**config.mk**
```make
export PLATFORM = sky130hd
export DESIGN_NAME = cbp_cfg
export DESIGN_NICKNAME = d
export VERILOG_FILES = /design/src/cbp_pkg.sv /design/src/cbp_cfg.sv
export SDC_FILE = /design/constraint.sdc
export NUM_CORES = 1
export LEC_CHECK = 0
export BUFFER_PORTS_ARGS = -buffer_cell sky130_fd_sc_hd__buf_2
export CAP_MARGIN = 5
export CORE_MARGIN = 1
export CORE_UTILIZATION = 50
export CTS_BUF_LIST = sky130_fd_sc_hd__clkbuf_16
export CTS_CLUSTER_SIZE = 30
export DETAILED_ROUTE_END_ITERATION = 8
export GPL_TIMING_DRIVEN = 0
export PLACE_DENSITY_LB_ADDON = 0.25
export SYNTH_ARGS = -nofsm -noshare
export SYNTH_HDL_FRONTEND = slang
export SYNTH_SLANG_ARGS = --single-unit
export TNS_END_PERCENT = 1
```
**constraint.sdc**
```tcl
create_clock -name clk -period 1.1 [get_ports clk]
set_input_delay 0.165 -clock clk [delete_from_list [all_inputs] [get_ports clk]]
set_output_delay 0.165 -clock clk [all_outputs]
set_load 0.02 [all_outputs]
```
**src/cbp_pkg.sv**
```systemverilog
package cbp_pkg;

  localparam int MAX_DIM_DEF = 4096;
  localparam int DIM_W       = 13;
  localparam int POS_W       = 12;
  localparam int BND_W       = 14;
  localparam int CFG_IDX_W   = 3;
  localparam int CFG_DATA_W  = 13;

  localparam logic [CFG_IDX_W-1:0] REG_PATTERN_MODE = 3'd0;
  localparam logic [CFG_IDX_W-1:0] REG_FILL_RED     = 3'd1;
  localparam logic [CFG_IDX_W-1:0] REG_FILL_GREEN   = 3'd2;
  localparam logic [CFG_IDX_W-1:0] REG_FILL_BLUE    = 3'd3;
  localparam logic [CFG_IDX_W-1:0] REG_FILL_ALPHA   = 3'd4;
  localparam logic [CFG_IDX_W-1:0] REG_FRAME_WIDTH  = 3'd5;
  localparam logic [CFG_IDX_W-1:0] REG_FRAME_HEIGHT = 3'd6;

  localparam logic [7:0] ALPHA_OPAQUE = 8'd255;
  localparam logic [7:0] LEVEL_9      = 8'd9;
  localparam logic [7:0] LEVEL_19     = 8'd19;
  localparam logic [7:0] LEVEL_29     = 8'd29;

  typedef struct packed {
    logic [7:0] red;
    logic [7:0] green;
    logic [7:0] blue;
  } rgb_t;

  typedef struct packed {
    logic [POS_W-1:0] pixel_col;
    logic [POS_W-1:0] pixel_row;
    logic [7:0]       in_red;
    logic [7:0]       in_green;
    logic [7:0]       in_blue;
    logic [7:0]       in_alpha;
  } pixel_t;

  typedef struct packed {
    logic [7:0] out_red;
    logic [7:0] out_green;
    logic [7:0] out_blue;
    logic [7:0] out_alpha;
  } result_t;

  typedef struct packed {
    logic             pattern_mode;
    logic [7:0]       fill_red;
    logic [7:0]       fill_green;
    logic [7:0]       fill_blue;
    logic [7:0]       fill_alpha;
    logic [DIM_W-1:0] frame_width;
    logic [DIM_W-1:0] frame_height;
  } cfg_t;

  // Bar geometry as exclusive upper limits: h, h1 and ty on y, the others on x.
  typedef struct packed {
    logic [DIM_W-1:0]            h;
    logic [DIM_W-1:0]            h1;
    logic [DIM_W-1:0]            ty;
    logic                        lower_en;
    logic [6:0][BND_W-1:0]       col_end;
    logic [3:0][BND_W-1:0]       lw_end;
    logic [BND_W-1:0]            s5_sw;
    logic [BND_W-1:0]            s5_2sw;
  } geom_t;

  typedef struct packed {
    logic s2;
    logic s3;
  } stage_en_t;

  localparam rgb_t UPPER_RGB [7] = '{
    '{8'd192, 8'd192, 8'd192}, '{8'd192, 8'd192, 8'd0}, '{8'd0, 8'd192, 8'd192},
    '{8'd0, 8'd192, 8'd0}, '{8'd192, 8'd0, 8'd192}, '{8'd192, 8'd0, 8'd0},
    '{8'd0, 8'd0, 8'd192}
  };

  localparam rgb_t MIDDLE_RGB [7] = '{
    '{8'd0, 8'd0, 8'd192}, '{8'd19, 8'd19, 8'd19}, '{8'd192, 8'd0, 8'd192},
    '{8'd19, 8'd19, 8'd19}, '{8'd0, 8'd192, 8'd192}, '{8'd19, 8'd19, 8'd19},
    '{8'd192, 8'd192, 8'd192}
  };

  localparam rgb_t LOWER_RGB [4] = '{
    '{8'd0, 8'd33, 8'd76}, '{8'd255, 8'd255, 8'd255}, '{8'd50, 8'd0, 8'd106},
    '{8'd19, 8'd19, 8'd19}
  };

  // Constant divisions by reciprocal multiplication. Each one is exact over the
  // range of values that the geometry and blend paths can present.
  function automatic logic [10:0] div7(input logic [13:0] n);
    logic [29:0] p;
    p = {16'd0, n} * 30'd9363;
    return p[26:16];
  endfunction

  function automatic logic [8:0] div21(input logic [13:0] n);
    logic [27:0] p;
    p = {14'd0, n} * 28'd3121;
    return p[24:16];
  endfunction

  function automatic logic [12:0] div3(input logic [14:0] n);
    logic [29:0] p;
    p = {15'd0, n} * 30'd21846;
    return p[28:16];
  endfunction

  function automatic logic [9:0] div25(input logic [14:0] n);
    logic [31:0] p;
    p = {17'd0, n} * 32'd41944;
    return p[29:20];
  endfunction

  function automatic logic [7:0] div255(input logic [15:0] n);
    logic [32:0] p;
    p = {17'd0, n} * 33'd65794;
    return p[31:24];
  endfunction

endpackage

```
**src/cbp_cfg.sv**
```systemverilog
module cbp_cfg (
  input  logic                               clk,
  input  logic                               rst,
  input  logic                               cfg_write,
  input  logic [cbp_pkg::CFG_IDX_W-1:0]      cfg_index,
  input  logic [cbp_pkg::CFG_DATA_W-1:0]     cfg_data,
  output cbp_pkg::cfg_t                      cfg
);

  always_ff @(posedge clk) begin
    if (rst) begin
      cfg.pattern_mode <= 1'b0;
      cfg.fill_red     <= 8'd255;
      cfg.fill_green   <= 8'd0;
      cfg.fill_blue    <= 8'd0;
      cfg.fill_alpha   <= 8'd255;
      cfg.frame_width  <= 13'd1920;
      cfg.frame_height <= 13'd1080;
    end else if (cfg_write) begin
      unique case (cfg_index)
        cbp_pkg::REG_PATTERN_MODE: cfg.pattern_mode <= cfg_data[0];
        cbp_pkg::REG_FILL_RED:     cfg.fill_red     <= cfg_data[7:0];
        cbp_pkg::REG_FILL_GREEN:   cfg.fill_green   <= cfg_data[7:0];
        cbp_pkg::REG_FILL_BLUE:    cfg.fill_blue    <= cfg_data[7:0];
        cbp_pkg::REG_FILL_ALPHA:   cfg.fill_alpha   <= cfg_data[7:0];
        cbp_pkg::REG_FRAME_WIDTH:  cfg.frame_width  <= cfg_data;
        cbp_pkg::REG_FRAME_HEIGHT: cfg.frame_height <= cfg_data;
        default: ;
      endcase
    end
  end

endmodule

```
==> results_dict.tcl <==
set metrics [dict create \
    status "finished, violations left" \
    failed_checks "design-rule violations" \
    fmax_mhz 981 \
    net-switching-power_mw 1.15 \
    rsz0062_at_grt "false" \
    count_of_inserted_antenna_diode_cells 0 \
    synth_cells 226 \
    h-tree-depth 3 \
    finalSetupViolCount 0 \
    worstPathMaxFanout 2 \
    yosys_warnings 0 \
    post_route_cell_area_um2 3100 \
    timing.critical_path.cells "buf_2" \
    dp.cells 354 \
    track_usage 0.232 \
    report.final.slew_viol_count 0 \
    end_kind "output port" \
    grt_antenna_before_repair 0 \
    cts-hold-fix-buffers 0 \
    place_worst_setup_slack_ns 0.0232 \
    crit_path_start_kind "flip-flop" \
    clock_tree_from_tritoncts "done" \
    postRouteAntennaNets 0 \
    report.final.hold_viol_count 0 \
    max_slew_margin 0.713 \
    die_outline_height_um 71.3 \
    clk_latency_ns 0.32 \
    routed_via_count 1827 \
    largest_register "cfg" \
    cp_bufs_invs 1 \
    overall_power_after_layout_mw 4.97 \
    yosysUniqueCellTypes 14 \
    path_delay_family "flip-flops" \
    power.density_cell_area_nw_per_um2 1600 \
    first_global_vias 1796 \
    syn-mean-instance-area_um2 10.6 \
    drc_errors 6 \
    num_io_pins 78 \
    critical_path_class "reg -> out" \
    final_core_util 0.694 \
    fillerInstances 370 \
    number_of_port_buffers 76 \
    netSwitchingFraction 0.231 \
    die_width_um 71.3 \
    worstMarginPinSlew_ns 0.430 \
    grt_max_degree 11 \
    drive_above_1_share 0.314 \
    critical-path-max-stage-delay_ns 0.35 \
    synth-seq-cells 59 \
    largest_reg_flops 59 \
    layout_min_cycle_time_ns 1.02 \
    core_area_um2 4470 \
    power.share.clock 0.476 \
    clock_tree.root_cell "clkbuf_16" \
    p_leak_nw 1.51 \
    place_area_um2 2850 \
    post-dp-hpwl_mm 3.78 \
    detail_route.vias_per_cell 4.94 \
    fin_hold_ws_ns 0.119 \
    design.die.area_um2 5090 \
    combinationalPowerShare 0.079 \
    first_pass_iters 6 \
    layout_worst_path_cycle_share 0.927 \
    mappedNetlistNets 245 \
    holdCritPathClass "in -> reg" \
    overflow 0 \
    cp_slowest_cell "dfxtp_1" \
    timing.max_cap.violations 0 \
    regs_by_ff_count "cfg x59" \
    drt_first_iter_violations 57 \
    start_util 0.537 \
    fin_nets 332 \
    flow.area_growth_from_synthesis_pct 29.1 \
    std_cell_rows 24 \
    max-clock-path-buffers 2 \
    gpl.final_weighted_congestion 0.783 \
    wire_per_inst_um 14.5 \
    cts-buffers-inserted 9 \
    instances_no_fill 370 \
    cp.required_ns 0.94 \
    ff2ff_setup_slack_ns 0.46 \
    clkSlewWorstSetupHoldPaths_ns 0.05 \
    seq_power_share 0.445 \
    cts_sinks 59 \
    setup_total_negative_slack_ns 0 \
    syn-cell-area_um2 2400 \
    final_clock_skew_ns 0 \
    internal_portion_of_total_power_mw 3.82 \
    power.ir.vdd_worst_uv 1190 \
    fin_ws_ns 0.0806 \
    arrival_ns 0.85 \
    synth_sequential_area_ratio 0.491 \
    cts_setup_buffers 0 \
    postCtsResizedCells 0 \
    detail_route.wirelength_mm 5.35 \
    grt_pass1_wl_mm 8.69 \
]
## cell families after synthesis
group / Yosys count / share of synthesized area
buffers and inverters: 17 / 0.0474
AND/OR/NAND/NOR: 91 / 0.216
flip-flops: 59 / 0.491
multiplexers: 59 / 0.246
## area by class of cell
class	instances	area [µm²]	area share
buffer	17	114	0.0367
multi-input combinational	150	1110	0.357
clock buffer	9	225	0.0726
timing repair buffer	76	380	0.123
clock inverter	7	28.8	0.00927
tap	52	65.1	0.0210
sequential	59	1180	0.381
## synth_stat cells
| library cell | number | area (µm²) |
|---|---|---|
| buf_2 | 4 | 20.0 |
| and4b_2 | 1 | 11.3 |
| and4bb_1 | 1 | 12.5 |
| nor4b_1 | 1 | 8.76 |
| mux2i_1 | 59 | 591 |
| nand4b_1 | 2 | 17.5 |
| nor2_1 | 35 | 131 |
| dfxtp_1 | 59 | 1180 |
| nand4bb_1 | 2 | 22.5 |
| and4b_1 | 2 | 20.0 |
| clkbuf_1 | 5 | 18.8 |
| buf_4 | 4 | 30.0 |
| nand2b_1 | 47 | 294 |
| buf_6 | 4 | 45.0 |
## cells in the final DEF, fill, tap and decap left out, drive strengths merged
master / instances
buf: 88
mux2i: 59
dfxtp: 59
nand2b: 47
nor2: 35
clkbuf: 14
clkinv: 4
inv: 3
and4b: 3
nand4b: 2
nand4bb: 2
and4bb: 1
nor4b: 1
## routing by layer
metal / vias up / share of wire / GRT usage
met1: 846 / 0.47 / 0.283
li1: 928 / - / -
met2: 46 / 0.47 / 0.370
met5: - / 0 / 0
met3: 7 / 0.053 / 0.0942
met4: 0 / 0.011 / 0.0800
## worst paths after layout
| path | startpoint | cells past startpoint | to |
|---|---|---|---|
| setup / recovery | cfg[40] | 1 | cfg[40] |
| hold reg to reg | cfg[14] | 2 | cfg[14] |
| hold / removal | cfg_data[10] | 3 | cfg[23] |
| setup reg to reg | cfg[1] | 2 | cfg[1] |
## power groups by stage
stage | combinational [mW] | clock (mW) | sequential [mW]
global placement | 0.390 | 0 | 2.25
floorplan | 0.190 | 0 | 2.31
finish | 0.393 | 2.37 | 2.21
detailed placement | 0.394 | 0 | 2.25
global route | 0.427 | 2.50 | 2.22
CTS | 0.395 | 2.41 | 2.21
(Power assumes the default switching activity.)
