--- src/cbp_pkg.sv ---
package cbp_pkg;

  localparam int MAX_DIM_DEF = 4096;
  localparam int DIM_W       = 13;
  localparam int POS_W       = 12;
  localparam int BND_W       = 14;
  localparam int CFG_IDX_W   = 3;
  localparam int CFG_DATA_W  = 13;

  localparam logic [CFG_IDX_W-1:0] REG_PATTERN_MODE = 3'd0;
  localparam logic [CFG_IDX_W-1:0] REG_FILL_RED     = 3'd1;
  localparam logic [CFG_IDX_W-1:0] REG_FILL_GREEN   = 3'd2;
  localparam logic [CFG_IDX_W-1:0] REG_FILL_BLUE    = 3'd3;
  localparam logic [CFG_IDX_W-1:0] REG_FILL_ALPHA   = 3'd4;
  localparam logic [CFG_IDX_W-1:0] REG_FRAME_WIDTH  = 3'd5;
  localparam logic [CFG_IDX_W-1:0] REG_FRAME_HEIGHT = 3'd6;

  localparam logic [7:0] ALPHA_OPAQUE = 8'd255;
  localparam logic [7:0] LEVEL_9      = 8'd9;
  localparam logic [7:0] LEVEL_19     = 8'd19;
  localparam logic [7:0] LEVEL_29     = 8'd29;

  typedef struct packed {
    logic [7:0] red;
    logic [7:0] green;
    logic [7:0] blue;
  } rgb_t;

  typedef struct packed {
    logic [POS_W-1:0] pixel_col;
    logic [POS_W-1:0] pixel_row;
    logic [7:0]       in_red;
    logic [7:0]       in_green;
    logic [7:0]       in_blue;
    logic [7:0]       in_alpha;
  } pixel_t;

  typedef struct packed {
    logic [7:0] out_red;
    logic [7:0] out_green;
    logic [7:0] out_blue;
    logic [7:0] out_alpha;
  } result_t;

  typedef struct packed {
    logic             pattern_mode;
    logic [7:0]       fill_red;
    logic [7:0]       fill_green;
    logic [7:0]       fill_blue;
    logic [7:0]       fill_alpha;
    logic [DIM_W-1:0] frame_width;
    logic [DIM_W-1:0] frame_height;
  } cfg_t;

  // Bar geometry as exclusive upper limits: h, h1 and ty on y, the others on x.
  typedef struct packed {
    logic [DIM_W-1:0]            h;
    logic [DIM_W-1:0]            h1;
    logic [DIM_W-1:0]            ty;
    logic                        lower_en;
    logic [6:0][BND_W-1:0]       col_end;
    logic [3:0][BND_W-1:0]       lw_end;
    logic [BND_W-1:0]            s5_sw;
    logic [BND_W-1:0]            s5_2sw;
  } geom_t;

  typedef struct packed {
    logic s2;
    logic s3;
  } stage_en_t;

  localparam rgb_t UPPER_RGB [7] = '{
    '{8'd192, 8'd192, 8'd192}, '{8'd192, 8'd192, 8'd0}, '{8'd0, 8'd192, 8'd192},
    '{8'd0, 8'd192, 8'd0}, '{8'd192, 8'd0, 8'd192}, '{8'd192, 8'd0, 8'd0},
    '{8'd0, 8'd0, 8'd192}
  };

  localparam rgb_t MIDDLE_RGB [7] = '{
    '{8'd0, 8'd0, 8'd192}, '{8'd19, 8'd19, 8'd19}, '{8'd192, 8'd0, 8'd192},
    '{8'd19, 8'd19, 8'd19}, '{8'd0, 8'd192, 8'd192}, '{8'd19, 8'd19, 8'd19},
    '{8'd192, 8'd192, 8'd192}
  };

  localparam rgb_t LOWER_RGB [4] = '{
    '{8'd0, 8'd33, 8'd76}, '{8'd255, 8'd255, 8'd255}, '{8'd50, 8'd0, 8'd106},
    '{8'd19, 8'd19, 8'd19}
  };

  // Constant divisions by reciprocal multiplication. Each one is exact over the
  // range of values that the geometry and blend paths can present.
  function automatic logic [10:0] div7(input logic [13:0] n);
    logic [29:0] p;
    p = {16'd0, n} * 30'd9363;
    return p[26:16];
  endfunction

  function automatic logic [8:0] div21(input logic [13:0] n);
    logic [27:0] p;
    p = {14'd0, n} * 28'd3121;
    return p[24:16];
  endfunction

  function automatic logic [12:0] div3(input logic [14:0] n);
    logic [29:0] p;
    p = {15'd0, n} * 30'd21846;
    return p[28:16];
  endfunction

  function automatic logic [9:0] div25(input logic [14:0] n);
    logic [31:0] p;
    p = {17'd0, n} * 32'd41944;
    return p[29:20];
  endfunction

  function automatic logic [7:0] div255(input logic [15:0] n);
    logic [32:0] p;
    p = {17'd0, n} * 33'd65794;
    return p[31:24];
  endfunction

endpackage

--- src/cbp_region.sv ---
module cbp_region (
  input  logic               clk,
  input  cbp_pkg::stage_en_t en,
  input  cbp_pkg::geom_t     geom,
  input  cbp_pkg::pixel_t    px,
  output logic               paint,
  output cbp_pkg::rgb_t      rgb
);

  logic [cbp_pkg::BND_W-1:0] x;
  logic [cbp_pkg::BND_W-1:0] y;
  logic [6:0]                col_lt;
  logic [3:0]                lw_lt;
  logic [2:0]                col;
  logic [1:0]                blk;
  logic [7:0]                level;
  logic                      paint_next;
  cbp_pkg::rgb_t             rgb_next;

  always_comb begin
    x = {2'b00, px.pixel_col};
    y = {2'b00, px.pixel_row};
    for (int i = 0; i < 7; i++) begin
      col_lt[i] = x < geom.col_end[i];
    end
    for (int k = 0; k < 4; k++) begin
      lw_lt[k] = x < geom.lw_end[k];
    end
    // The limits rise monotonically, so the lowest one above x names the column.
    col = 3'd0;
    for (int i = 6; i >= 0; i--) begin
      if (col_lt[i]) col = 3'(i);
    end
    blk = 2'd0;
    for (int k = 3; k >= 0; k--) begin
      if (lw_lt[k]) blk = 2'(k);
    end
    if (x < geom.s5_sw) begin
      level = cbp_pkg::LEVEL_9;
    end else if (x < geom.s5_2sw) begin
      level = cbp_pkg::LEVEL_19;
    end else begin
      level = cbp_pkg::LEVEL_29;
    end

    paint_next = 1'b0;
    rgb_next   = '0;
    if (y < {1'b0, geom.ty}) begin
      if (col_lt[6]) begin
        paint_next = 1'b1;
        rgb_next   = (y < {1'b0, geom.h1}) ? cbp_pkg::UPPER_RGB[col]
                                           : cbp_pkg::MIDDLE_RGB[col];
      end
    end else if (geom.lower_en && (y < {1'b0, geom.h})) begin
      if (lw_lt[3]) begin
        paint_next = 1'b1;
        rgb_next   = cbp_pkg::LOWER_RGB[blk];
      end else if (!col_lt[4] && col_lt[5]) begin
        // The pluge strips sit in the sixth column.
        paint_next = 1'b1;
        rgb_next   = '{level, level, level};
      end else if (!col_lt[5] && col_lt[6]) begin
        paint_next = 1'b1;
        rgb_next   = '{cbp_pkg::LEVEL_19, cbp_pkg::LEVEL_19, cbp_pkg::LEVEL_19};
      end
    end
  end

  always_ff @(posedge clk) begin
    if (en.s3) begin
      paint <= paint_next;
      rgb   <= rgb_next;
    end
  end

endmodule
--- config.mk ---
export PLATFORM = sky130hd
export DESIGN_NAME = cbp_region
export DESIGN_NICKNAME = d
export VERILOG_FILES = /design/src/cbp_pkg.sv /design/src/cbp_region.sv
export SDC_FILE = /design/constraint.sdc
export NUM_CORES = 1
export LEC_CHECK = 0
export BUFFER_PORTS_ARGS = -buffer_cell sky130_fd_sc_hd__buf_2
export CORE_ASPECT_RATIO = 0.8
export CORE_MARGIN = 5
export CORE_UTILIZATION = 50
export CTS_CLUSTER_SIZE = 28
export DETAILED_ROUTE_END_ITERATION = 7
export GPL_ROUTABILITY_DRIVEN = 1
export PLACE_DENSITY = 0.89
export SLEW_MARGIN = 25
export SYNTH_ARGS = -nofsm -noshare
export SYNTH_HDL_FRONTEND = slang
export SYNTH_SLANG_ARGS = --single-unit
--- constraint.sdc ---
create_clock -name clk -period 4.4 [get_ports clk]
set_input_delay 0.22 -clock clk [delete_from_list [all_inputs] [get_ports clk]]
set_output_delay 0.22 -clock clk [all_outputs]
set_load 0.05 [all_outputs]
==> impl_metrics.py <==
metrics = {
    "global_route": {
        "antenna_found_initial": 1,
        "grt_pass1_wl_um": 27010,
        "grt_max_degree": 18,
        "grtUsageTotal": 0.2463,
        "grt_pass1_vias": 5876,
        "overflow": 0,
    },
    "floorplan": {
        "fp.dieW_um": 127.4,
        "pin_count": 306,
        "die-height_um": 103.9,
        "dieArea_um2": 13230,
        "initial_core_util": 0.5098,
        "core_area_um2": 10810,
        "rows": 34,
    },
    "drt": {
        "totalWireLength_um": 17260,
        "drtPass1Iterations": 5,
        "drtIter0Drc": 305,
        "routed_via_density": 5.279,
        "drc": 0,
        "ant_nets": 0,
        "wl_per_cell_um": 15.19,
        "via_count": 5997,
    },
    "clock_tree": {
        "cts_resized": 0,
        "clkTransAtPathRegs_ns": 0.05,
        "ctsLongestPathBuffers": 2,
        "post-cts-setup-buffers": 0,
        "ctsHoldBuffers": 0,
        "cts_tree": "done",
        "cts_num_sinks": 17,
        "numCtsBuffers": 3,
        "cts-root-buf": "clkbuf_16",
        "h-tree-depth": 1,
    },
    "synthesis": {
        "async_reset_ff_frac": 0,
        "synth_nets": 1184,
        "syn_area_um2": 5509,
        "synthTopCellsByCount": "inv_1, ha_1, a21oi_1, a21o_1, o21ai_0",
        "avgSynthCellArea_um2": 7.599,
        "yosysTopAreaCellShare": 0.4043,
        "ys_top_cells_by_area": "ha_1, inv_1, edfxtp_1",
        "synth_seq_cells": 17,
        "synth_top_cell_by_area": "ha_1",
        "synth-edff-count": 17,
        "yosys_warnings": 0,
        "yosysSeqAreaShare": 0.09266,
        "synth.most_common_cell": "inv_1",
        "synthFlopType": "edfxtp_1",
        "netlist_instances": 725,
        "yosysUniqueCellTypes": 55,
    },
    "sta": {
        "maxSlewViolCount": 0,
        "whs_ns": 0.4115,
        "slew_headroom": 0.4959,
        "worstMarginPinSlew_ns": 0.7371,
        "setup_slack_ns": 1.511,
        "setup_viol": 0,
        "rsz0062_at_grt": "no",
        "period_share": 0.6567,
        "max_freq_mhz": 346.1,
        "hold_viol": 0,
        "min_period_ns": 2.889,
        "finalSetupTns_ns": 0,
    },
    "pwr": {
        "sequentialPowerShare": 0.196,
        "powerDensity_nw_per_um2": 144.3,
        "p_leak_uw": 0.004415,
        "p_int_uw": 590.6,
        "combPwrFrac": 0.626,
        "p_switching_uw": 429.1,
        "switching_share": 0.4208,
        "p_clk_frac": 0.178,
        "vdd_drop_max_v": 0.0001063,
    },
    "placed_design": {
        "place.gp.congestion": 0.9337,
        "port_buffers": 272,
        "pre_cts_ws_ns": 1.292,
        "place_inst": 1132,
        "dpl.hpwl_um": 14870,
    },
    "worst_setup_path": {
        "required_ns": 4.49,
        "worstSetupPathType": "in -> reg",
        "cp-start-kind": "input pin",
        "end_kind": "register",
        "critPathArrivalTime_ns": 2.98,
        "cp_max_fo": 13,
    },
    "layout": {
        "n_antenna_cell": 0,
        "regArea_um2": 510.5,
        "synthToLayoutAreaGrowth_pct": 28.28,
        "multi_input_area_um2": 4200,
        "nets": 1452,
        "drive_gt1_frac": 0.2843,
        "final_cells": 1136,
        "nFillCells": 934,
    },
    "worst_hold_path": {
        "holdCritPathClass": "in -> reg",
    },
    "status": {
        "status": "finished clean",
    },
    "job": {
        "cap_violations": 0,
    },
}
[registers in the layout, indices dropped and copies added, names as in the netlist]
signal and flops:
rgb 16, paint 1
[area by class of cell]
class,count,share of cell area
multi-input combinational,504,0.5944
timing repair buffer,273,0.1937
inverter,194,0.1030
sequential,17,0.07224
tap,144,0.02550
clock buffer,4,0.01115
[layout by cell type, fill, tap and decap left out, types with 2 or more instances in the layout]
| cell type | Yosys | layout |
|---|---|---|
| buf_2 | 2 | 272 |
| inv_1 | 194 | 194 |
| ha_1 | 178 | 178 |
| a21oi_1 | 46 | 46 |
| a21o_1 | 30 | 30 |
| o21ai_0 | 29 | 29 |
| nand2_1 | 26 | 26 |
| nor2_1 | 25 | 25 |
| o21ai_1 | 17 | 17 |
| edfxtp_1 | 17 | 17 |
| nand3_1 | 15 | 15 |
| nand2b_1 | 13 | 13 |
| a211oi_1 | 13 | 13 |
| o21a_1 | 12 | 12 |
| nor3_1 | 10 | 10 |
| nand4_1 | 9 | 9 |
| a211o_1 | 9 | 9 |
| a2111oi_0 | 7 | 7 |
| and3_1 | 6 | 6 |
| nor2b_1 | 6 | 6 |
| o211ai_1 | 4 | 4 |
| nor4_1 | 4 | 4 |
| a221oi_1 | 3 | 3 |
| o221ai_1 | 3 | 3 |
| or2_1 | 3 | 3 |
| clkbuf_16 | 0 | 3 |
| o311ai_0 | 2 | 2 |
| or2_2 | 2 | 2 |
| a41oi_1 | 2 | 2 |
| a31oi_1 | 2 | 2 |
| nor3b_1 | 2 | 2 |
| or3_1 | 2 | 2 |
| o21bai_1 | 2 | 2 |
[per-stage QoR]
stage | cell area, um^2 | total power (uW) | utilization
2_1_floorplan | 5509 | 593.3 | -
3_3_place_gp | 6988 | 810.4 | 0.6467
3_5_place_dp | 6988 | 832.2 | 0.6467
4_1_cts | 7067 | 1022 | 0.6540
5_1_grt | 7067 | 1116 | 0.6540
6_report | 7067 | 1020 | 0.6540
[cells by family (layout without fill, tap and decap cells)]
logic type / Yosys count / count (layout) / share of synthesized area
fa+ha+maj: 178 / 178 / 0.4043
flops: 17 / 17 / 0.09266
simple gates: 128 / 128 / 0.1186
compound gates: 197 / 197 / 0.2378
buf+inv: 204 / 471 / 0.1449
mux: 1 / 1 / 0.001817
[worst max-delay path: stages]
cell and delay [ns]:
buf_2 0.30, ha_1 0.31, a21o_1 0.18, a221oi_1 0.66, o21a_1 0.26, nor3b_1 0.07, o311a_1 0.34, or4_1 0.46
o211ai_1 0.16
[worst paths after layout]
kind,startpoint,to,slack (ns),depth (start not counted)
worst max-delay path,px[48],rgb[22]$_DFFE_PP_,1.51,9
worst min-delay path,en[0],rgb[17]$_DFFE_PP_,0.41,1
[metal layers]
| layer | share of wire | vias up | track usage |
|---|---|---|---|
| met5 | 0.00075 | - | 0 |
| li1 | - | 3073 | - |
| met4 | 0.015 | 2 | 0.04671 |
| met3 | 0.072 | 33 | 0.02875 |
| met2 | 0.47 | 229 | 0.4331 |
| met1 | 0.44 | 2660 | 0.3244 |
[power by group through the flow]
stage	sequential, uW	clock [uW]	combinational (uW)
after floorplan	252	0	341
after global placement	202	0	609
after detailed placement	202	0	630
after CTS	200	184	637
after global routing	201	193	722
final	200	182	638
Note: power is estimated with default switching activity, not from simulation.
