`src/cbp_pkg.sv`:
```
package cbp_pkg;

  localparam int MAX_DIM_DEF = 4096;
  localparam int DIM_W       = 13;
  localparam int POS_W       = 12;
  localparam int BND_W       = 14;
  localparam int CFG_IDX_W   = 3;
  localparam int CFG_DATA_W  = 13;

  localparam logic [CFG_IDX_W-1:0] REG_PATTERN_MODE = 3'd0;
  localparam logic [CFG_IDX_W-1:0] REG_FILL_RED     = 3'd1;
  localparam logic [CFG_IDX_W-1:0] REG_FILL_GREEN   = 3'd2;
  localparam logic [CFG_IDX_W-1:0] REG_FILL_BLUE    = 3'd3;
  localparam logic [CFG_IDX_W-1:0] REG_FILL_ALPHA   = 3'd4;
  localparam logic [CFG_IDX_W-1:0] REG_FRAME_WIDTH  = 3'd5;
  localparam logic [CFG_IDX_W-1:0] REG_FRAME_HEIGHT = 3'd6;

  localparam logic [7:0] ALPHA_OPAQUE = 8'd255;
  localparam logic [7:0] LEVEL_9      = 8'd9;
  localparam logic [7:0] LEVEL_19     = 8'd19;
  localparam logic [7:0] LEVEL_29     = 8'd29;

  typedef struct packed {
    logic [7:0] red;
    logic [7:0] green;
    logic [7:0] blue;
  } rgb_t;

  typedef struct packed {
    logic [POS_W-1:0] pixel_col;
    logic [POS_W-1:0] pixel_row;
    logic [7:0]       in_red;
    logic [7:0]       in_green;
    logic [7:0]       in_blue;
    logic [7:0]       in_alpha;
  } pixel_t;

  typedef struct packed {
    logic [7:0] out_red;
    logic [7:0] out_green;
    logic [7:0] out_blue;
    logic [7:0] out_alpha;
  } result_t;

  typedef struct packed {
    logic             pattern_mode;
    logic [7:0]       fill_red;
    logic [7:0]       fill_green;
    logic [7:0]       fill_blue;
    logic [7:0]       fill_alpha;
    logic [DIM_W-1:0] frame_width;
    logic [DIM_W-1:0] frame_height;
  } cfg_t;

  // Bar geometry as exclusive upper limits: h, h1 and ty on y, the others on x.
  typedef struct packed {
    logic [DIM_W-1:0]            h;
    logic [DIM_W-1:0]            h1;
    logic [DIM_W-1:0]            ty;
    logic                        lower_en;
    logic [6:0][BND_W-1:0]       col_end;
    logic [3:0][BND_W-1:0]       lw_end;
    logic [BND_W-1:0]            s5_sw;
    logic [BND_W-1:0]            s5_2sw;
  } geom_t;

  typedef struct packed {
    logic s2;
    logic s3;
  } stage_en_t;

  localparam rgb_t UPPER_RGB [7] = '{
    '{8'd192, 8'd192, 8'd192}, '{8'd192, 8'd192, 8'd0}, '{8'd0, 8'd192, 8'd192},
    '{8'd0, 8'd192, 8'd0}, '{8'd192, 8'd0, 8'd192}, '{8'd192, 8'd0, 8'd0},
    '{8'd0, 8'd0, 8'd192}
  };

  localparam rgb_t MIDDLE_RGB [7] = '{
    '{8'd0, 8'd0, 8'd192}, '{8'd19, 8'd19, 8'd19}, '{8'd192, 8'd0, 8'd192},
    '{8'd19, 8'd19, 8'd19}, '{8'd0, 8'd192, 8'd192}, '{8'd19, 8'd19, 8'd19},
    '{8'd192, 8'd192, 8'd192}
  };

  localparam rgb_t LOWER_RGB [4] = '{
    '{8'd0, 8'd33, 8'd76}, '{8'd255, 8'd255, 8'd255}, '{8'd50, 8'd0, 8'd106},
    '{8'd19, 8'd19, 8'd19}
  };

  // Constant divisions by reciprocal multiplication. Each one is exact over the
  // range of values that the geometry and blend paths can present.
  function automatic logic [10:0] div7(input logic [13:0] n);
    logic [29:0] p;
    p = {16'd0, n} * 30'd9363;
    return p[26:16];
  endfunction

  function automatic logic [8:0] div21(input logic [13:0] n);
    logic [27:0] p;
    p = {14'd0, n} * 28'd3121;
    return p[24:16];
  endfunction

  function automatic logic [12:0] div3(input logic [14:0] n);
    logic [29:0] p;
    p = {15'd0, n} * 30'd21846;
    return p[28:16];
  endfunction

  function automatic logic [9:0] div25(input logic [14:0] n);
    logic [31:0] p;
    p = {17'd0, n} * 32'd41944;
    return p[29:20];
  endfunction

  function automatic logic [7:0] div255(input logic [15:0] n);
    logic [32:0] p;
    p = {17'd0, n} * 33'd65794;
    return p[31:24];
  endfunction

endpackage

```
`src/cbp_blend.sv`:
```
module cbp_blend (
  input  logic               clk,
  input  cbp_pkg::stage_en_t en,
  input  cbp_pkg::cfg_t      cfg,
  input  cbp_pkg::pixel_t    px,
  output cbp_pkg::result_t   blended
);

  logic [7:0]  inv_a;
  logic [15:0] src_prod [3];
  logic [15:0] dst_prod [3];
  logic [15:0] alpha_prod;
  logic [7:0]  fa2;
  logic [15:0] sum [3];

  assign inv_a = 8'd255 - cfg.fill_alpha;

  always_ff @(posedge clk) begin
    if (en.s2) begin
      src_prod[0] <= {8'd0, cfg.fill_red}   * {8'd0, cfg.fill_alpha};
      src_prod[1] <= {8'd0, cfg.fill_green} * {8'd0, cfg.fill_alpha};
      src_prod[2] <= {8'd0, cfg.fill_blue}  * {8'd0, cfg.fill_alpha};
      dst_prod[0] <= {8'd0, px.in_red}   * {8'd0, inv_a};
      dst_prod[1] <= {8'd0, px.in_green} * {8'd0, inv_a};
      dst_prod[2] <= {8'd0, px.in_blue}  * {8'd0, inv_a};
      alpha_prod  <= {8'd0, px.in_alpha} * {8'd0, inv_a};
      fa2         <= cfg.fill_alpha;
    end
  end

  // The two weighted terms never exceed 255 * 255 together, so 16 bits hold the sum.
  always_comb begin
    for (int c = 0; c < 3; c++) begin
      sum[c] = src_prod[c] + dst_prod[c];
    end
  end

  always_ff @(posedge clk) begin
    if (en.s3) begin
      blended.out_red   <= cbp_pkg::div255(sum[0]);
      blended.out_green <= cbp_pkg::div255(sum[1]);
      blended.out_blue  <= cbp_pkg::div255(sum[2]);
      blended.out_alpha <= fa2 + cbp_pkg::div255(alpha_prod);
    end
  end

endmodule

```
`config.mk`:
```
export PLATFORM = sky130hd
export DESIGN_NAME = cbp_blend
export DESIGN_NICKNAME = d
export VERILOG_FILES = /design/src/cbp_pkg.sv /design/src/cbp_blend.sv
export SDC_FILE = /design/constraint.sdc
export NUM_CORES = 1
export LEC_CHECK = 0
export ABC_AREA = 1
export BUFFER_PORTS_ARGS = -buffer_cell sky130_fd_sc_hd__buf_2
export CAP_MARGIN = 10
export CORE_AREA = 2 2 264 266
export DETAILED_ROUTE_END_ITERATION = 8
export DIE_AREA = 0 0 266 268
export MAX_ROUTING_LAYER = met4
export SLEW_MARGIN = 15
export SYNTH_ARGS = -nofsm -noshare
export SYNTH_HDL_FRONTEND = slang
export SYNTH_SLANG_ARGS = --single-unit
```
`constraint.sdc`:
```
create_clock -name clk -period 4.9 [get_ports clk]
set_input_delay 0 -clock clk [delete_from_list [all_inputs] [get_ports clk]]
set_output_delay 0 -clock clk [all_outputs]
set_load 0.02 [all_outputs]
```
==> reports/summary.md <==
The min-delay analysis places its worst path in the category input pin to register. The number of global-route vias before repair is 21200, and the starting utilization of the core area is 0.398. The run finished with clean final reports. For the worst setup path, the data required time is 5.14 ns. Total count of hold-check failures in the final report: 0. TritonCTS built the clock tree. The area fraction of the dominant cell type after synthesis works out to 0.242. Sorting the synthesized cells by area gives the leading types as sky130_fd_sc_hd__ha_1 (24%), sky130_fd_sc_hd__fa_1 (19%), sky130_fd_sc_hd__edfxtp_1 (17%). For this run, design rule violations remaining after detail routing come to 0.

The die outline width works out to 266 um. STA classifies the critical path endpoint as a register. Number of enable flip-flop cells after synthesis: 152. The area of the core was 0.0682 mm2.

After synthesis, the most frequently instantiated cells are sky130_fd_sc_hd__nand2_1 (657), sky130_fd_sc_hd__inv_1 (654), sky130_fd_sc_hd__ha_1 (525). The die footprint is 0.0713 mm2. The routed layout has 21100 vias. Including well taps, the total number of placed cells is 4231.

In the post-synthesis netlist, the cell with the most instances is sky130_fd_sc_hd__nand2_1. The number of cell rows is 96, and the die extent in y is 268 um. In this run the tool buffered the top-level ports with 98 buffer cells. The category of the most critical setup path was register to register. The number of clock sinks is 152.

The worst setup path is launched from a register. Total area of sequential cells: 0.00456 mm2. During I/O placement, the number of pins put on the boundary was 150.

Entering global routing, the biggest net connects 69 pins. The aggregate global routing overflow is 0. The clock period minus worst slack is 4.60 ns, and the post-CTS clock slew at the launch and capture registers of the worst setup and hold paths is 0.06 ns.

The clock arrives with 0.0124 ns of skew. Fraction of the cycle the final worst path needs: 0.938. The cell area after synthesis is 0.0272 mm2. The estimated wirelength of the detail-placed design was 52400 um; the total count of max-transition violations in the final report was 0. The fraction of final layout cells sized beyond drive strength 1 was 0.0858.

Dividing the detail-routed wire length by the instance count gives 14.6 um. Counting flops and latches in the post-synthesis netlist gives 152. Fraction of registers with async set or reset after synthesis: 0. The yosys synthesis warning count is 0, and the iteration count of the initial detailed-routing pass is 7. The gate count of the mapped netlist came out at 3290.

Worst-case clock buffer depth: 2. The first global-routing pass estimated 105000 um of wire. Most instantiated flip-flop cell in the synthesis netlist: sky130_fd_sc_hd__edfxtp_1. The count of cells in the finished layout, fillers not included, comes to 4284. The worst-case headroom to the max-slew limit came out at 0.357. The proportion of synthesized chip area in sequential cells was 0.168; the maximum frequency from static timing analysis was 218 MHz.

The tools report the overall track demand over capacity in global routing as 0.191. The H-tree generated during clock tree synthesis spans 4 levels. Summed over all instances, the cell type with the most area after synthesis is sky130_fd_sc_hd__ha_1. Clock tree synthesis selected as its root buffer the cell sky130_fd_sc_hd__clkbuf_16. The tools report the net count after synthesis as 4189. Counting the buffers created by CTS gives 17. In the final layout, the multi-input gates occupy 0.0199 mm2. At the end of routability-driven placement, the weighted congestion stood at 0.909. The tool flagged a number of max-cap violations equal to 0.

The number of library cell types mapped by synthesis is 59. Hold is met by 0.0276 ns. For the final wirelength, the log shows 62700 um. The run gives 0 as the setup-violating endpoint count in the final report. The clock latency on the worst-skew pair is 0.49 ns, and the signal arrival time at the worst endpoint is 4.83 ns. Per-instance average area after synthesis: 8.26 um2. In the routed layout, each cell is associated on average with a via count of 4.92. The residual antenna-violating net count after detailed routing was 0; the number of nets at the end of the flow was 4280.

The initial antenna violation count came out at 10. DRC marker count from the first detailed-route iteration: 1085. Adding up every negative setup slack in the final design gives 0 ns. The highest fanout seen on the critical path works out to 4. Compared with the post-synthesis result, the final layout area differs by 9.49%.

At the pin with the least slew margin, the transition time is 0.965 ns. The layout has 6822 filler cells.
[cell families (layout without fill, tap and decap cells)]
group,after synthesis,in the layout,share of synthesized area
buffers and inverters,743,846,0.103
xor gates and xnor gates,152,152,0.0505
and+or+nand+nor,1148,1148,0.180
adders and majority gates,781,781,0.430
other,0,9,0
AOI/OAI and AO/OA,314,314,0.0674
DFF,152,152,0.168
[metrics by stage]
step | utilization | setup slack (ns) | instance area [um2]
3_3_place_gp | 0.423 | 0.240 | 28800
2_1_floorplan | - | 0.482 | 27200
3_5_place_dp | 0.423 | 0.179 | 28800
6_report | 0.436 | 0.304 | 29800
4_1_cts | 0.433 | 0.157 | 29600
5_1_grt | 0.436 | -0.00352 | 29800
[cell type report]
class | count | area share
flip-flops and latches | 152 | 0.153
clock inverters | 13 | 0.00656
diodes | 9 | 0.000757
multi-input cells | 2395 | 0.670
repair buffers | 143 | 0.0325
clock buffers | 18 | 0.0144
well taps | 882 | 0.0371
inverters | 672 | 0.0851
[metal layers]
metal | part of all wire | track usage
met4 | 0.017 | 0.0498
met2 | 0.47 | 0.313
met3 | 0.044 | 0.0316
met5 | 0 | -
met1 | 0.47 | 0.245
[state kept, by name, summed over array words and instances (netlist names)]
signal      count
dst_prod       48
blended        32
src_prod       48
fa2             8
alpha_prod     16
[layout by cell type, fill, tap and decap left out, types with 16 or more instances in the layout]
| master | n |
|---|---|
| sky130_fd_sc_hd__nor2_1 | 268 |
| sky130_fd_sc_hd__xor2_1 | 97 |
| sky130_fd_sc_hd__xnor2_1 | 46 |
| sky130_fd_sc_hd__nand3_1 | 81 |
| sky130_fd_sc_hd__nand3_2 | 16 |
| sky130_fd_sc_hd__fa_1 | 255 |
| sky130_fd_sc_hd__nor3_1 | 20 |
| sky130_fd_sc_hd__buf_4 | 28 |
| sky130_fd_sc_hd__buf_2 | 97 |
| sky130_fd_sc_hd__edfxtp_1 | 152 |
| sky130_fd_sc_hd__nand2_1 | 656 |
| sky130_fd_sc_hd__nand2_2 | 27 |
| sky130_fd_sc_hd__a21oi_1 | 166 |
| sky130_fd_sc_hd__ha_1 | 517 |
| sky130_fd_sc_hd__nand4_1 | 29 |
| sky130_fd_sc_hd__clkbuf_16 | 17 |
| sky130_fd_sc_hd__inv_1 | 652 |
| sky130_fd_sc_hd__o21ai_0 | 51 |
[critical path: stages (launching register included)]
cell and delay (ns):
sky130_fd_sc_hd__edfxtp_1 0.40, sky130_fd_sc_hd__ha_1 0.25, sky130_fd_sc_hd__fa_1 0.41, sky130_fd_sc_hd__nand3_1 0.12
sky130_fd_sc_hd__nand2_2 0.10, sky130_fd_sc_hd__nand3_1 0.09, sky130_fd_sc_hd__nand2_1 0.13, sky130_fd_sc_hd__nand3_1 0.12
sky130_fd_sc_hd__nand2_2 0.09, sky130_fd_sc_hd__xor2_4 0.18, sky130_fd_sc_hd__ha_1 0.30, sky130_fd_sc_hd__ha_1 0.30
sky130_fd_sc_hd__ha_1 0.30, sky130_fd_sc_hd__ha_1 0.29, sky130_fd_sc_hd__ha_1 0.33, sky130_fd_sc_hd__nand2_1 0.09
sky130_fd_sc_hd__or3_1 0.37, sky130_fd_sc_hd__o21bai_1 0.20, sky130_fd_sc_hd__nand2_1 0.13, sky130_fd_sc_hd__nand3_1 0.09
sky130_fd_sc_hd__nand2_1 0.06
[final timing paths]
kind,cells after the start,from,to,slack [ns]
max,20,dst_prod[0][0]$_DFFE_PP_,blended[31]$_DFFE_PP_,0.30
max reg2reg,20,dst_prod[0][0]$_DFFE_PP_,blended[31]$_DFFE_PP_,0.30
min,4,cfg[43],src_prod[0][17]$_DFFE_PP_,0.03
min reg2reg,1,fa2[0]$_DFFE_PP_,blended[0]$_DFFE_PP_,0.59
[repair_timing]
action	CTS	global route
endpoints found under the hold margin	9	0
endpoints found under the setup margin	0	16
hold buffers	9	0
gates resized for setup	0	32
setup buffers	0	4
Power is not shown: default switching activity piles up to over one toggle a cycle in this logic, so the estimate is an artifact.
