===== src/cbp_pkg.sv =====
package cbp_pkg;

  localparam int MAX_DIM_DEF = 4096;
  localparam int DIM_W       = 13;
  localparam int POS_W       = 12;
  localparam int BND_W       = 14;
  localparam int CFG_IDX_W   = 3;
  localparam int CFG_DATA_W  = 13;

  localparam logic [CFG_IDX_W-1:0] REG_PATTERN_MODE = 3'd0;
  localparam logic [CFG_IDX_W-1:0] REG_FILL_RED     = 3'd1;
  localparam logic [CFG_IDX_W-1:0] REG_FILL_GREEN   = 3'd2;
  localparam logic [CFG_IDX_W-1:0] REG_FILL_BLUE    = 3'd3;
  localparam logic [CFG_IDX_W-1:0] REG_FILL_ALPHA   = 3'd4;
  localparam logic [CFG_IDX_W-1:0] REG_FRAME_WIDTH  = 3'd5;
  localparam logic [CFG_IDX_W-1:0] REG_FRAME_HEIGHT = 3'd6;

  localparam logic [7:0] ALPHA_OPAQUE = 8'd255;
  localparam logic [7:0] LEVEL_9      = 8'd9;
  localparam logic [7:0] LEVEL_19     = 8'd19;
  localparam logic [7:0] LEVEL_29     = 8'd29;

  typedef struct packed {
    logic [7:0] red;
    logic [7:0] green;
    logic [7:0] blue;
  } rgb_t;

  typedef struct packed {
    logic [POS_W-1:0] pixel_col;
    logic [POS_W-1:0] pixel_row;
    logic [7:0]       in_red;
    logic [7:0]       in_green;
    logic [7:0]       in_blue;
    logic [7:0]       in_alpha;
  } pixel_t;

  typedef struct packed {
    logic [7:0] out_red;
    logic [7:0] out_green;
    logic [7:0] out_blue;
    logic [7:0] out_alpha;
  } result_t;

  typedef struct packed {
    logic             pattern_mode;
    logic [7:0]       fill_red;
    logic [7:0]       fill_green;
    logic [7:0]       fill_blue;
    logic [7:0]       fill_alpha;
    logic [DIM_W-1:0] frame_width;
    logic [DIM_W-1:0] frame_height;
  } cfg_t;

  // Bar geometry as exclusive upper limits: h, h1 and ty on y, the others on x.
  typedef struct packed {
    logic [DIM_W-1:0]            h;
    logic [DIM_W-1:0]            h1;
    logic [DIM_W-1:0]            ty;
    logic                        lower_en;
    logic [6:0][BND_W-1:0]       col_end;
    logic [3:0][BND_W-1:0]       lw_end;
    logic [BND_W-1:0]            s5_sw;
    logic [BND_W-1:0]            s5_2sw;
  } geom_t;

  typedef struct packed {
    logic s2;
    logic s3;
  } stage_en_t;

  localparam rgb_t UPPER_RGB [7] = '{
    '{8'd192, 8'd192, 8'd192}, '{8'd192, 8'd192, 8'd0}, '{8'd0, 8'd192, 8'd192},
    '{8'd0, 8'd192, 8'd0}, '{8'd192, 8'd0, 8'd192}, '{8'd192, 8'd0, 8'd0},
    '{8'd0, 8'd0, 8'd192}
  };

  localparam rgb_t MIDDLE_RGB [7] = '{
    '{8'd0, 8'd0, 8'd192}, '{8'd19, 8'd19, 8'd19}, '{8'd192, 8'd0, 8'd192},
    '{8'd19, 8'd19, 8'd19}, '{8'd0, 8'd192, 8'd192}, '{8'd19, 8'd19, 8'd19},
    '{8'd192, 8'd192, 8'd192}
  };

  localparam rgb_t LOWER_RGB [4] = '{
    '{8'd0, 8'd33, 8'd76}, '{8'd255, 8'd255, 8'd255}, '{8'd50, 8'd0, 8'd106},
    '{8'd19, 8'd19, 8'd19}
  };

  // Constant divisions by reciprocal multiplication. Each one is exact over the
  // range of values that the geometry and blend paths can present.
  function automatic logic [10:0] div7(input logic [13:0] n);
    logic [29:0] p;
    p = {16'd0, n} * 30'd9363;
    return p[26:16];
  endfunction

  function automatic logic [8:0] div21(input logic [13:0] n);
    logic [27:0] p;
    p = {14'd0, n} * 28'd3121;
    return p[24:16];
  endfunction

  function automatic logic [12:0] div3(input logic [14:0] n);
    logic [29:0] p;
    p = {15'd0, n} * 30'd21846;
    return p[28:16];
  endfunction

  function automatic logic [9:0] div25(input logic [14:0] n);
    logic [31:0] p;
    p = {17'd0, n} * 32'd41944;
    return p[29:20];
  endfunction

  function automatic logic [7:0] div255(input logic [15:0] n);
    logic [32:0] p;
    p = {17'd0, n} * 33'd65794;
    return p[31:24];
  endfunction

endpackage


===== src/cbp_geom.sv =====
module cbp_geom #(
  parameter int MAX_DIM = cbp_pkg::MAX_DIM_DEF
) (
  input  logic            clk,
  input  cbp_pkg::cfg_t   cfg,
  output cbp_pkg::geom_t  geom
);

  localparam int DIM_MAX_CODE = (1 << cbp_pkg::DIM_W) - 1;
  localparam int DIM_CAP_INT  = (MAX_DIM > DIM_MAX_CODE) ? DIM_MAX_CODE : MAX_DIM;
  localparam logic [cbp_pkg::DIM_W-1:0] DIM_CAP = DIM_CAP_INT[cbp_pkg::DIM_W-1:0];
  localparam int BW = cbp_pkg::BND_W;

  logic [cbp_pkg::DIM_W-1:0] w_clip;
  logic [cbp_pkg::DIM_W-1:0] h_clip;

  // First stage: the divisions, each a constant reciprocal product.
  logic [cbp_pkg::DIM_W-1:0] h_a;
  logic [10:0]               bw_a;
  logic [8:0]                sw_a;
  logic [12:0]               h1_a;
  logic [9:0]                h2_a;

  logic [BW-1:0]             bw_x;
  logic [BW-1:0]             bw5;
  logic [BW-1:0]             lw;
  logic [cbp_pkg::DIM_W-1:0] ty;
  cbp_pkg::geom_t            geom_next;

  assign w_clip = (cfg.frame_width > DIM_CAP) ? DIM_CAP : cfg.frame_width;
  assign h_clip = (cfg.frame_height > DIM_CAP) ? DIM_CAP : cfg.frame_height;

  always_ff @(posedge clk) begin
    h_a  <= h_clip;
    bw_a <= cbp_pkg::div7({1'b0, w_clip} + 14'd6);
    // floor(ceil(w / 7) / 3) folds into one division by 21.
    sw_a <= cbp_pkg::div21({1'b0, w_clip} + 14'd6);
    h1_a <= cbp_pkg::div3({1'b0, h_clip, 1'b0} + 15'd2);
    h2_a <= cbp_pkg::div25({1'b0, h_clip, 1'b0} + 15'd24);
  end

  always_comb begin
    bw_x = {3'b000, bw_a};
    bw5  = (bw_x << 2) + bw_x;
    lw   = bw5 >> 2;
    ty   = h1_a + {3'b000, h2_a};
    geom_next.h        = h_a;
    geom_next.h1       = h1_a;
    geom_next.ty       = ty;
    geom_next.lower_en = ty < h_a;
    for (int i = 0; i < 7; i++) begin
      geom_next.col_end[i] = bw_x * BW'(i + 1);
    end
    for (int k = 0; k < 4; k++) begin
      geom_next.lw_end[k] = lw * BW'(k + 1);
    end
    geom_next.s5_sw  = bw5 + {5'd0, sw_a};
    geom_next.s5_2sw = bw5 + {4'd0, sw_a, 1'b0};
  end

  always_ff @(posedge clk) begin
    geom <= geom_next;
  end

endmodule


===== config.mk =====
export PLATFORM = sky130hd
export DESIGN_NAME = cbp_geom
export DESIGN_NICKNAME = d
export VERILOG_FILES = /design/src/cbp_pkg.sv /design/src/cbp_geom.sv
export SDC_FILE = /design/constraint.sdc
export NUM_CORES = 1
export LEC_CHECK = 0
export ABC_CLOCK_PERIOD_IN_PS = 14900
export BUFFER_PORTS_ARGS = -buffer_cell sky130_fd_sc_hd__buf_4
export CELL_PAD_IN_SITES_DETAIL_PLACEMENT = 0
export CELL_PAD_IN_SITES_GLOBAL_PLACEMENT = 2
export CORE_ASPECT_RATIO = 1.1
export CORE_UTILIZATION = 41
export CTS_CLUSTER_SIZE = 12
export DETAILED_ROUTE_END_ITERATION = 7
export PLACE_DENSITY_LB_ADDON = 0.2
export SYNTH_ARGS = -nofsm -noshare
export SYNTH_HDL_FRONTEND = slang
export SYNTH_SLANG_ARGS = --single-unit

===== constraint.sdc =====
create_clock -name clk -period 14.9 [get_ports clk]
set_input_delay 2.235 -clock clk [delete_from_list [all_inputs] [get_ports clk]]
set_output_delay 2.235 -clock clk [all_outputs]
set_load 0.03 [all_outputs]

==> results.sh <==
export IMPL_ys_seq_elements=193
export IMPL_async_flop_share_pct=0
export IMPL_yosysWarnings=0
export IMPL_outcome="complete, no violations"
export IMPL_rows=84
export IMPL_yosysUniqueCellTypes=62
export IMPL_n_fill_cell=4603
export IMPL_crit_slowest_cell="a2111oi_2"
export IMPL_gp_congestion=0.844
export IMPL_final_instance_count_excl_fill=2883
export IMPL_clock_skew_ns=0.0105
export IMPL_final_nets=2916
export IMPL_cts_buffers=17
export IMPL_grt_max_degree=18
export IMPL_postSynthCellCount=2039
export IMPL_fmax_mhz=106
export IMPL_yosysSeqAreaShare_pct=19.4
export IMPL_slew_headroom_pct=39.2
export IMPL_cts_clk_slew_worst_paths_ns=0.07
export IMPL_period_share_pct=63.2
export IMPL_syn_area_per_cell_um2=9.76
export IMPL_finalSetupViolations=0
export IMPL_final_layout_size_suffix_gt1_share_pct=12.7
export IMPL_rsz0062_at_grt="false"
export IMPL_worst_pin_slew_ns=0.909
export IMPL_cp_end_kind="flop"
export IMPL_dp_hpwl_mm=38.9
export IMPL_min_period_ns=9.42
export IMPL_antenna_left=0
export IMPL_initial_core_util_pct=41.6
export IMPL_placed_area_um2=21900
export IMPL_critical_path_buf_inv_count=7
export IMPL_holdBufCountCts=0
export IMPL_crit_arrival_ns=9.81
export IMPL_grt_pass1_wl_mm=72.1
export IMPL_syn_cell_area_um2=19900
export IMPL_dr_pass1_iters=5
export IMPL_n_antenna_cell=0
export IMPL_crit_type="input port to flop"
export IMPL_clock_path_buffers=2
export IMPL_clkSinkCount=193
export IMPL_grt_pass1_vias=13938
export IMPL_io_pins=282
export IMPL_crit_required_ns=15.29
export IMPL_crit_fanout=12
export IMPL_min_path_type="flop to flop"
export IMPL_startpoint_type="input port"
export IMPL_stdcell_area_um2=22500
export IMPL_antenna_found_initial=1
export IMPL_cts_tree="yes"
export IMPL_grt_util_all_layers_pct=18.8
export IMPL_max_cap_violations=0
export IMPL_die_w_um=212
export IMPL_grt_overflow_total=0
export IMPL_avgRoutedWirePerCell_um=15.4
export IMPL_htreeDepth=4
export IMPL_drt_wl_total_mm=44.3
export IMPL_setup_tns_ns=0
export IMPL_slew_violations=0
export IMPL_dp_cells=2853
export IMPL_initialDrtViolationCount=447
export IMPL_numPortBuffers=231
export IMPL_core_um2=47800
export IMPL_clk_latency_ns=0.46
export IMPL_post_cts_buffers=0
export IMPL_hold_viol_final=0
export IMPL_cts_resized=0
export IMPL_fp_dieH_um=233
export IMPL_die_area_um2=49400
export IMPL_synth_edff_count=0
export IMPL_synth_flop_cell="dfxtp_1"
export IMPL_regArea_um2=3860
export IMPL_root_buffer="clkbuf_16"
export IMPL_drc_errors=0
export IMPL_drt_vias_per_instance=4.70
export IMPL_final_core_util_pct=47.0
export IMPL_multi_input_area_um2=13900
export IMPL_cp_top_family="adder cells"
export IMPL_path_common_cell="inv_1"
export IMPL_vias=13559
export IMPL_slowest_delay_ns=0.57
export IMPL_synthToLayoutAreaGrowth_pct=12.8
-- synthesized netlist by cell type (all sizes together), types with 2 or more instances --
master	number	share of area (%)
nor3	33	0.83
nor2	84	1.6
and3	7	0.22
a211o	3	0.13
a211oi	8	0.30
dfxtp	193	19
and2	6	0.19
or3	2	0.063
buf	90	3.3
o41a	2	0.11
nand3b	2	0.075
clkbuf	11	0.21
nand2b	5	0.19
o41ai	2	0.088
nand4	12	0.38
a21oi	74	1.9
ha	438	28
fa	191	19
o21bai	21	0.79
conb	2	0.038
a2111oi	6	0.30
o2111ai	5	0.22
nor2b	38	1.2
o211ai	6	0.23
nor4	10	0.35
a31oi	9	0.28
o21ai	47	1.2
a21boi	10	0.38
xor2	44	1.9
xnor2	105	4.6
a31o	6	0.26
mux2i	5	0.25
inv	404	7.6
a221oi	6	0.26
a21o	33	1.2
o21a	12	0.46
nand3	30	0.75
or2	5	0.16
nand2	59	1.1
-- cell families (layout without fill, tap and decap cells) --
group | count (synthesis) | count (layout) | share of synthesized area (%)
XOR/XNOR | 149 | 149 | 6.56
buffers and inverters | 506 | 671 | 11.2
other | 2 | 36 | 0.0377
flip-flops | 193 | 193 | 19.4
adder cells (fa/ha/maj) | 629 | 629 | 46.7
AO/OA/AOI/OAI | 258 | 258 | 8.56
multiplexers | 5 | 5 | 0.251
AND/OR/NAND/NOR | 297 | 297 | 7.27
-- stage by stage --
| stage | hold WS [ns] | setup WS, ns |
|---|---|---|
| 2_1_floorplan | 0.329 | 6.19 |
| 3_3_place_gp | 0.341 | 4.97 |
| 3_5_place_dp | 0.340 | 4.95 |
| 4_1_cts | 0.358 | 5.43 |
| 5_1_grt | 0.353 | 5.01 |
| 6_report | 0.356 | 5.48 |
-- registers in the layout, summed over array words and instances (netlist names) --
register  cells
bw_a         11
h1_a         13
h2_a         10
h_a          13
geom        137
sw_a          9
-- path summary, 6_finish.rpt --
| path | startpoint | slack, ns | to | depth (start not counted) |
|---|---|---|---|---|
| worst min-delay path | h_a[5] | 0.36 | geom[214] | 0 |
| worst min register to register | h_a[5] | 0.36 | geom[214] | 0 |
| worst max register to register | bw_a[2] | 10.42 | geom[67] | 14 |
| worst max-delay path | cfg[12] | 5.48 | h1_a[11] | 29 |
-- layout make-up --
class / count / area share (%)
clock inverters: 11 / 0.429
inverters: 405 / 6.77
repair buffers: 236 / 7.89
well taps: 645 / 3.59
flip-flops and latches: 193 / 17.2
clock buffers: 19 / 2.02
multi-input cells: 1374 / 62.1
-- metal layers --
| metal | GRT usage [%] | wire length, um | vias up |
|---|---|---|---|
| li1 | - | - | 6916 |
| met5 | 0 | 0 | - |
| met2 | 31.9 | 21300 | 183 |
| met3 | 2.33 | 1270 | 28 |
| met4 | 4.85 | 621 | 0 |
| met1 | 25.2 | 21100 | 6432 |
-- placed cells by master (no fill, tap or decap), types with 4 or more instances in the layout --
cell type    n
mux2i_1      5
nand2_1     59
o21bai_1    21
nor4_1       9
a21o_1      33
o21a_1      11
or2_2        4
a21oi_1     72
and3_1       7
conb_1      36
o211ai_1     6
nor2_1      84
a211oi_1     8
xnor2_1    105
nand3_1     30
o2111ai_1    5
ha_1       438
buf_4      236
a2111oi_0    4
and2_1       6
nand2b_1     4
a221oi_1     6
o21ai_0     46
clkbuf_16   17
inv_1      404
a31oi_1      9
dfxtp_1    193
a31o_2       6
fa_1       191
nor3_1      33
nor2b_1     38
xor2_1      44
inv_6        4
a21boi_0    10
nand4_1     12
-- worst register-to-register path, cell delays in order (launching register included) --
cell      delay (ns)
dfxtp_1         0.50
ha_1            0.35
fa_1            0.42
xor2_1          0.51
inv_1           0.14
fa_1            0.47
nor2b_1         0.13
o21ai_0         0.11
a21boi_0        0.26
o21ai_0         0.18
a21boi_0        0.26
o21ai_0         0.14
a21boi_0        0.55
mux2i_1         0.26
nand2_1         0.09
Power is not shown: default switching activity piles up to over one toggle a cycle in this logic, so the estimate is an artifact.
